==> src/rtl/core/asl_pkg.sv <==
// ----------------------------------------------------------------------------
// asl_pkg
// shared types, register indexes, widths and reset values of the audio
// safety limiter
// ----------------------------------------------------------------------------
package asl_pkg;

  // default datapath geometry
  localparam int unsigned SampleWidthDef  = 24;
  localparam int unsigned FractionBitsDef = 20;
  localparam int unsigned GuardBitsDef    = 16;

  // configuration port
  localparam int unsigned CfgIndexW = 3;
  localparam int unsigned CfgDataW  = 32;

  // register widths
  localparam int unsigned ShiftW      = 5;
  localparam int unsigned ClipTripW   = 32;
  localparam int unsigned DcTripW     = 23;
  localparam int unsigned PeakTripW   = 25;
  localparam int unsigned HoldTripW   = 17;
  localparam int unsigned MuteLenW    = 16;

  // counters
  localparam int unsigned ClipCountW  = 32;
  localparam int unsigned HighCountW  = 18;

  // register reset values
  localparam logic [ShiftW-1:0]    DcShiftRst    = ShiftW'(13);
  localparam logic [ShiftW-1:0]    PeakShiftRst  = ShiftW'(17);
  localparam logic [ClipTripW-1:0] ClipTripRst   = ClipTripW'(1000);
  localparam logic [DcTripW-1:0]   DcTripRst     = DcTripW'(524288);
  localparam logic [PeakTripW-1:0] PeakTripRst   = PeakTripW'(1038090);
  localparam logic [HoldTripW-1:0] HoldTripRst   = HoldTripW'(48000);
  localparam logic [MuteLenW-1:0]  MuteLengthRst = MuteLenW'(24000);

  // register map
  typedef enum logic [CfgIndexW-1:0] {
    CfgDcShift    = 3'd0,
    CfgPeakShift  = 3'd1,
    CfgClipTrip   = 3'd2,
    CfgDcTrip     = 3'd3,
    CfgPeakTrip   = 3'd4,
    CfgHoldTrip   = 3'd5,
    CfgMuteLength = 3'd6
  } cfg_reg_e;

  // item kinds carried in tuser bit 0
  typedef enum logic {
    KindSample = 1'b0,
    KindCheck  = 1'b1
  } kind_e;

endpackage

==> src/rtl/core/audio_safety_limiter.sv <==
// ----------------------------------------------------------------------------
// audio_safety_limiter
// dc blocker, peak meter and hard clipper with a timed emergency mute
// ----------------------------------------------------------------------------
// One item per clock, sustained while the result stream takes results. An
// accepted item sits in an input register, then all of its work (dc
// integrator update, dc removal, peak tracking, clipping, mute countdown, or
// the safety check) is done combinationally and lands in the result register
// together with the state update. The dc and peak recurrences close
// combinationally on the state registers, which is what allows a new item
// every clock. A result waiting in the output register holds the item behind
// it in the input register, so input ready drops until that result transfers.
// Samples are signed Q20 (Q of FRACTION_BITS); internal trackers carry
// GUARD_BITS extra fraction bits.
// Configuration writes are always accepted and take effect for the next item;
// write them only while the block is idle. Indexes beyond the register map
// are ignored.
module audio_safety_limiter #(
  parameter int unsigned SAMPLE_WIDTH  = asl_pkg::SampleWidthDef,
  parameter int unsigned FRACTION_BITS = asl_pkg::FractionBitsDef,
  parameter int unsigned GUARD_BITS    = asl_pkg::GuardBitsDef,
  // derived, do not override
  parameter int unsigned InDataW  = ((SAMPLE_WIDTH + 7) / 8) * 8,
  parameter int unsigned OutDataW = (((FRACTION_BITS + 2) + asl_pkg::ClipCountW
                                      + 2 * SAMPLE_WIDTH + 2 + 7) / 8) * 8
) (
  input  logic                          clk_i,
  input  logic                          rst_ni,

  // configuration write channel
  input  logic                          cfg_valid_i,
  output logic                          cfg_ready_o,
  input  logic [asl_pkg::CfgIndexW-1:0] cfg_index_i,
  input  logic [asl_pkg::CfgDataW-1:0]  cfg_data_i,

  // input stream
  input  logic                          s_axis_tvalid_i,
  output logic                          s_axis_tready_o,
  input  logic [InDataW-1:0]            s_axis_tdata_i,  // in_sample, zero pad
  input  logic [1:0]                    s_axis_tuser_i,  // kind, invalid

  // result stream
  output logic                          m_axis_tvalid_o,
  input  logic                          m_axis_tready_i,
  // out_sample, clip_count, peak_level, dc_level, muted, zero pad
  output logic [OutDataW-1:0]           m_axis_tdata_o
);

  // widths
  localparam int unsigned OutW  = FRACTION_BITS + 2;            // out_sample
  localparam int unsigned DcW   = SAMPLE_WIDTH + GUARD_BITS;    // dc estimate
  localparam int unsigned PkW   = SAMPLE_WIDTH + 1 + GUARD_BITS; // peak tracker
  localparam int unsigned YW    = (SAMPLE_WIDTH + 1 > FRACTION_BITS + 2) ?
                                  SAMPLE_WIDTH + 1 : FRACTION_BITS + 2;
  localparam int unsigned PackW = OutW + asl_pkg::ClipCountW + 2 * SAMPLE_WIDTH + 2;
  localparam int unsigned DcCmpW = DcW + asl_pkg::DcTripW + GUARD_BITS;
  localparam int unsigned PkCmpW = PkW + asl_pkg::PeakTripW + GUARD_BITS;

  localparam logic signed [YW-1:0] OneY    = YW'(1) << FRACTION_BITS;
  localparam logic signed [YW-1:0] MinusOneY = -OneY;
  localparam logic [asl_pkg::ClipCountW-1:0] ClipMax = '1;
  localparam logic [asl_pkg::HighCountW-1:0] HighMax = '1;

  // --------------------------------------------------------------------------
  // configuration registers
  // --------------------------------------------------------------------------
  logic [asl_pkg::ShiftW-1:0]    dc_shift_q, peak_shift_q;
  logic [asl_pkg::ClipTripW-1:0] clip_trip_q;
  logic [asl_pkg::DcTripW-1:0]   dc_trip_q;
  logic [asl_pkg::PeakTripW-1:0] peak_trip_q;
  logic [asl_pkg::HoldTripW-1:0] hold_trip_q;
  logic [asl_pkg::MuteLenW-1:0]  mute_length_q;

  assign cfg_ready_o = 1'b1;

  always_ff @(posedge clk_i or negedge rst_ni) begin
    if (!rst_ni) begin
      dc_shift_q    <= asl_pkg::DcShiftRst;
      peak_shift_q  <= asl_pkg::PeakShiftRst;
      clip_trip_q   <= asl_pkg::ClipTripRst;
      dc_trip_q     <= asl_pkg::DcTripRst;
      peak_trip_q   <= asl_pkg::PeakTripRst;
      hold_trip_q   <= asl_pkg::HoldTripRst;
      mute_length_q <= asl_pkg::MuteLengthRst;
    end else if (cfg_valid_i) begin
      case (asl_pkg::cfg_reg_e'(cfg_index_i))
        asl_pkg::CfgDcShift:    dc_shift_q    <= cfg_data_i[asl_pkg::ShiftW-1:0];
        asl_pkg::CfgPeakShift:  peak_shift_q  <= cfg_data_i[asl_pkg::ShiftW-1:0];
        asl_pkg::CfgClipTrip:   clip_trip_q   <= cfg_data_i[asl_pkg::ClipTripW-1:0];
        asl_pkg::CfgDcTrip:     dc_trip_q     <= cfg_data_i[asl_pkg::DcTripW-1:0];
        asl_pkg::CfgPeakTrip:   peak_trip_q   <= cfg_data_i[asl_pkg::PeakTripW-1:0];
        asl_pkg::CfgHoldTrip:   hold_trip_q   <= cfg_data_i[asl_pkg::HoldTripW-1:0];
        asl_pkg::CfgMuteLength: mute_length_q <= cfg_data_i[asl_pkg::MuteLenW-1:0];
        default: ; // unmapped index, ignored
      endcase
    end
  end

  // --------------------------------------------------------------------------
  // handshake: input register feeds the result register in one step
  // --------------------------------------------------------------------------
  logic                           in_valid_q;
  logic                           in_kind_q;
  logic                           in_invalid_q;
  logic signed [SAMPLE_WIDTH-1:0] in_sample_q;
  logic                           out_valid_q;
  logic [PackW-1:0]               out_data_q;
  logic                           advance;
  logic                           in_take;

  // item moves on when the result register is free or being drained
  assign advance         = in_valid_q && (!out_valid_q || m_axis_tready_i);
  assign s_axis_tready_o = !in_valid_q || advance;
  assign in_take         = s_axis_tvalid_i && s_axis_tready_o;

  always_ff @(posedge clk_i or negedge rst_ni) begin
    if (!rst_ni) begin
      in_valid_q  <= 1'b0;
      out_valid_q <= 1'b0;
    end else begin
      in_valid_q  <= in_take || (in_valid_q && !advance);
      out_valid_q <= advance || (out_valid_q && !m_axis_tready_i);
    end
  end

  // input payload, no reset needed
  always_ff @(posedge clk_i) begin
    if (in_take) begin
      in_kind_q    <= s_axis_tuser_i[0];
      in_invalid_q <= s_axis_tuser_i[1];
      in_sample_q  <= s_axis_tdata_i[SAMPLE_WIDTH-1:0];
    end
  end

  // --------------------------------------------------------------------------
  // tracker state
  // --------------------------------------------------------------------------
  logic signed [DcW-1:0]           dc_q, dc_d;
  logic [PkW-1:0]                  peak_q, peak_d;
  logic [asl_pkg::ClipCountW-1:0]  clip_q, clip_d;
  logic                            mute_q, mute_d;
  logic [asl_pkg::MuteLenW-1:0]    remain_q, remain_d;
  logic [asl_pkg::HighCountW-1:0]  high_q, high_d;

  always_ff @(posedge clk_i or negedge rst_ni) begin
    if (!rst_ni) begin
      dc_q     <= '0;
      peak_q   <= '0;
      clip_q   <= '0;
      mute_q   <= 1'b0;
      remain_q <= '0;
      high_q   <= '0;
    end else if (advance) begin
      dc_q     <= dc_d;
      peak_q   <= peak_d;
      clip_q   <= clip_d;
      mute_q   <= mute_d;
      remain_q <= remain_d;
      high_q   <= high_d;
    end
  end

  // --------------------------------------------------------------------------
  // sample path
  // --------------------------------------------------------------------------
  logic signed [DcW:0]            x_ext, dc_diff, dc_step, dc_sum;
  logic signed [DcW-1:0]          dc_new;
  logic signed [SAMPLE_WIDTH-1:0] dc_int;
  logic signed [YW-1:0]           y;
  logic [YW-1:0]                  y_abs;
  logic [PkW-1:0]                 mag, peak_dec, peak_new;
  logic                           clip_pos, clip_neg;
  logic signed [OutW-1:0]         y_clip;
  logic [asl_pkg::ClipCountW-1:0] clip_inc;

  // integrator: dc += floor(((x << guard) - dc) / 2^dc_shift)
  assign x_ext   = (DcW + 1)'($signed({in_sample_q, {GUARD_BITS{1'b0}}}));
  assign dc_diff = x_ext - (DcW + 1)'(dc_q);
  assign dc_step = dc_diff >>> dc_shift_q;
  assign dc_sum  = (DcW + 1)'(dc_q) + dc_step;
  assign dc_new  = dc_sum[DcW-1:0];
  assign dc_int  = dc_new[DcW-1:GUARD_BITS];

  // cleaned sample and its magnitude
  assign y     = YW'(in_sample_q) - YW'(dc_int);
  assign y_abs = y[YW-1] ? YW'(-y) : YW'(y);
  assign mag   = {y_abs[SAMPLE_WIDTH:0], {GUARD_BITS{1'b0}}};

  // peak: attack instantly, decay by a shift otherwise
  assign peak_dec = peak_q - (peak_q >> peak_shift_q);
  assign peak_new = (mag > peak_q) ? mag : peak_dec;

  // hard clip to plus or minus one
  assign clip_pos = y > OneY;
  assign clip_neg = y < MinusOneY;
  always_comb begin
    if (clip_pos) begin
      y_clip = OutW'(OneY);
    end else if (clip_neg) begin
      y_clip = OutW'(MinusOneY);
    end else begin
      y_clip = y[OutW-1:0];
    end
  end

  assign clip_inc = (clip_q == ClipMax) ? clip_q : clip_q + 1'b1;

  // --------------------------------------------------------------------------
  // safety check
  // --------------------------------------------------------------------------
  logic [DcW-1:0]                 dc_mag;
  logic                           clip_hit, dc_hit, peak_high, hold_hit;
  logic [asl_pkg::HighCountW-1:0] high_inc;

  assign dc_mag    = dc_q[DcW-1] ? DcW'(-dc_q) : DcW'(dc_q);
  assign clip_hit  = clip_q > clip_trip_q;
  assign dc_hit    = DcCmpW'(dc_mag) > DcCmpW'({dc_trip_q, {GUARD_BITS{1'b0}}});
  assign peak_high = PkCmpW'(peak_q) > PkCmpW'({peak_trip_q, {GUARD_BITS{1'b0}}});
  assign high_inc  = (high_q == HighMax) ? high_q : high_q + 1'b1;
  assign hold_hit  = peak_high
                     && (asl_pkg::HighCountW'(hold_trip_q) < high_inc);

  // --------------------------------------------------------------------------
  // next state and result
  // --------------------------------------------------------------------------
  logic signed [OutW-1:0] out_sample;

  always_comb begin
    dc_d       = dc_q;
    peak_d     = peak_q;
    clip_d     = clip_q;
    mute_d     = mute_q;
    remain_d   = remain_q;
    high_d     = high_q;
    out_sample = '0;

    case (asl_pkg::kind_e'(in_kind_q))
      asl_pkg::KindCheck: begin
        if (clip_hit) begin
          clip_d = '0;
        end
        if (dc_hit) begin
          dc_d = '0;
        end
        if (peak_high) begin
          high_d = hold_hit ? '0 : high_inc;
        end
        if (clip_hit || dc_hit || hold_hit) begin
          mute_d   = 1'b1;
          remain_d = mute_length_q;
        end
      end
      asl_pkg::KindSample: begin
        if (in_invalid_q) begin
          // nan or inf source: counted as a clip, trackers untouched
          clip_d = clip_inc;
        end else begin
          dc_d   = dc_new;
          peak_d = peak_new;
          if (clip_pos || clip_neg) begin
            clip_d = clip_inc;
          end
          if (mute_q) begin
            if (remain_q != '0) begin
              remain_d = remain_q - 1'b1;
            end else begin
              mute_d = 1'b0;
            end
          end else begin
            out_sample = y_clip;
          end
        end
      end
      default: ;
    endcase
  end

  // result register, fields packed from the lowest bit up
  always_ff @(posedge clk_i) begin
    if (advance) begin
      out_data_q <= {mute_d,
                     dc_d[DcW-1:GUARD_BITS],
                     peak_d[PkW-1:GUARD_BITS],
                     clip_d,
                     out_sample};
    end
  end

  assign m_axis_tvalid_o = out_valid_q;
  assign m_axis_tdata_o  = OutDataW'(out_data_q);

endmodule

==> config.mk <==
export PLATFORM = sky130hd
export DESIGN_NAME = audio_safety_limiter
export DESIGN_NICKNAME = d
export VERILOG_FILES = /design/src/rtl/core/asl_pkg.sv /design/src/rtl/core/audio_safety_limiter.sv
export SDC_FILE = /design/constraint.sdc
export NUM_CORES = 2
export LEC_CHECK = 0
export BUFFER_PORTS_ARGS = -buffer_cell sky130_fd_sc_hd__buf_2
export CAP_MARGIN = 10
export CORE_ASPECT_RATIO = 1.5
export CORE_UTILIZATION = 55
export DETAILED_ROUTE_END_ITERATION = 7
export PLACE_DENSITY = 0.72
export SETUP_SLACK_MARGIN = 0.02
export SLEW_MARGIN = 20
export SYNTH_ARGS = -nofsm -noshare
export SYNTH_HDL_FRONTEND = slang
export SYNTH_SLANG_ARGS = --single-unit
==> constraint.sdc <==
create_clock -name clk_i -period 11.6 [get_ports clk_i]
set_clock_uncertainty 0.05 [all_clocks]
set_input_delay 2.32 -clock clk_i [delete_from_list [all_inputs] [get_ports clk_i]]
set_output_delay 2.32 -clock clk_i [all_outputs]
set_load 0.02 [all_outputs]
==> out/qor.csv <==
metric;value;unit
outcome;complete, no violations;
rows;108;
synthDistinctLibCells;99;
met2_wirelength;57600;um
final_layout_size_suffix_gt1_frac;0.262;
cp_common_cell;buf_4;
die_area;0.0599;mm^2
syn_inst;3824;
path_max_fanout;5;
gp_congestion;1.01;
async_reset_ff_frac;0.677;
synth_edf_count;130;
setup_viol;0;
cts.sink_count;403;
dp_cells;5073;
hp-class;register to register;
cp-end-kind;register;
syn_avg_cell_area;8.47;um^2
grt_start_max_net_pins;102;
path_class;register to register;
dr.pass1.iters;6;
routed_wirelength;116000;um
synthFlopType;dfrtp_1;
clk_latency;0.63;ns
max_freq;88.0;MHz
start_kind;register;
grt_pass1_wl;173000;um
layout.cells.most_common;buf_4;
fp.dieW;200;um
layout_setup_ws;0.232;ns
num_vias;31800;
whs;0.456;ns
antenna_found_initial;1;
drt-initial-drc-count;2438;
synth_nets;4142;
finalHoldViolCount;0;
track_usage;0.376;
num_antenna_cells;0;
fin_cells;5192;
yosysTopAreaCell;dfrtp_1;
start_util;0.559;
dp_slack;-0.893;ns
wl_met3;6690;um
clockBufferDepth;3;
io_pins;173;
drv_slew;0;
min_path_cells;2;
die_h;299;um
port_buffers;171;
worst_pin_slew;1.12;ns
clockRootBuffer;clkbuf_16;
critPathRequiredTime;11.88;ns
max-cap-violations;0;
ys_top_cells_by_area;dfrtp_1 18%, edfxtp_1 12%, ha_1 9.7%;
cts_tree;built;
rsz0062_at_grt;yes;
grt_pass1_vias;30600;
syn_to_final_growth;24.3;%
top_layer_used;met5;
routedWlPerCell;22.4;um
fin_nets;4705;
reg2reg_depth;57;
wl_met1;42200;um
max_stage_delay;0.50;ns
relSlewSlack;0.249;
period_share;0.980;
drc;0;
antenna_left;0;
coreArea;0.0580;mm^2
clk_pin_slew;0.07;ns
syn_area;0.0324;mm^2
finalCriticalPeriod;11.37;ns
dp_hpwl;87300;um
ys_seq_area_frac;0.333;
ys_warn_count;0;
ys_ff_latch;403;
worst_path_max_delay_cell;mux4_2;
cp.arrival;11.65;ns
grt_overflow;0;
synth_top_area_frac;0.182;
cts_buffers;43;
final_cell_mix;526 x buf_4, 507 x nand2_1, 290 x o21ai_0, 248 x nor2_1, 233 x dfrtp_1;
utilization;0.695;
viasPerCell;6.12;
hold_buffers;0;
ctsHtreeMaxLevel;2;
-- cell usage after synthesis, types with 91 or more instances --
master / number
ha_1: 250
nand3_1: 91
a21oi_1: 254
clkbuf_1: 162
o21ai_0: 342
xnor2_1: 106
dfrtp_1: 235
edfxtp_1: 130
mux2i_1: 95
nor2_1: 255
inv_1: 224
mux2_2: 98
nand2_1: 515
-- per-layer routing --
metal	track usage	vias up
met5	0	-
met2	0.668	1166
met3	0.0547	400
met1	0.411	15300
met4	0.270	2
li1	-	15000
-- sequential cells by signal, indices dropped and copies added, names as in the netlist --
signal / cells
dc_q: 40
in_kind_q: 1
high_q: 18
clip_trip_q: 32
m_axis_tdata_o: 104
dc_shift_q: 5
peak_q: 41
peak_shift_q: 5
mute_length_q: 16
hold_trip_q: 17
in_invalid_q: 1
m_axis_tvalid_o: 1
dc_trip_q: 23
in_valid_q: 1
in_sample_q: 24
clip_q: 32
mute_q: 1
peak_trip_q: 25
remain_q: 16
-- area by class of cell --
type / count / area [um^2]
Fill cell: 4757 / 17700
Sequential cell: 403 / 10800
Clock buffer: 49 / 1130
Multi-Input combinational cell: 2992 / 21000
Tap cell: 770 / 963
Inverter: 230 / 866
Timing Repair Buffer: 717 / 5130
Clock inverter: 31 / 374
-- final timing paths --
kind,slack (ns),from,to
setup / recovery,0.23,dc_q[5],m_axis_tdata_o[78]
hold / removal,0.46,clip_trip_q[6],clip_trip_q[6]
setup reg to reg,0.23,dc_q[5],m_axis_tdata_o[78]
hold reg to reg,0.46,clip_trip_q[6],clip_trip_q[6]
max in group asynchronous,7.77,rst_ni,peak_shift_q[1]
min in group asynchronous,1.69,rst_ni,clip_q[4]
-- kinds of logic (layout without fill, tap and decap cells) --
family,count (synthesis),count (layout),share of synthesized area
xor gates and xnor gates,172,172,0.0465
buffers and inverters,429,1027,0.0505
AOI/OAI and AO/OA,1089,1089,0.211
other,1,1,0.000116
muxes,215,215,0.0787
adders and majority gates,252,252,0.0978
and+or+nand+nor,1263,1263,0.183
DFF,403,403,0.333
-- critical path: cells and delay by family (launching register included) --
kind / cells / cell delay (ns)
AO/OA/AOI/OAI: 22 / 3.65
AND/OR/NAND/NOR: 12 / 2.46
buffers and inverters: 12 / 1.81
multiplexers: 4 / 1.30
adder cells (fa/ha/maj): 3 / 0.83
XOR/XNOR: 4 / 0.59
flip-flops: 1 / 0.39
-- through the flow --
step | TNS [ns] | instance area (um^2)
2_1_floorplan | 0 | 32400
3_3_place_gp | -35.34 | 37300
3_5_place_dp | -48.93 | 37300
4_1_cts | 0 | 39200
5_1_grt | -2.61 | 40300
6_report | 0 | 40300
-- what timing repair did --
action	in CTS	in global routing
endpoints found under the setup margin	117	134
pin swaps	25	87
cloned	0	4
gates resized for setup	52	201
buffers inserted	11	28
Power is left out: the tool's default activity adds up to more than one toggle a clock period on the data nets, which glitch-free logic cannot reach.
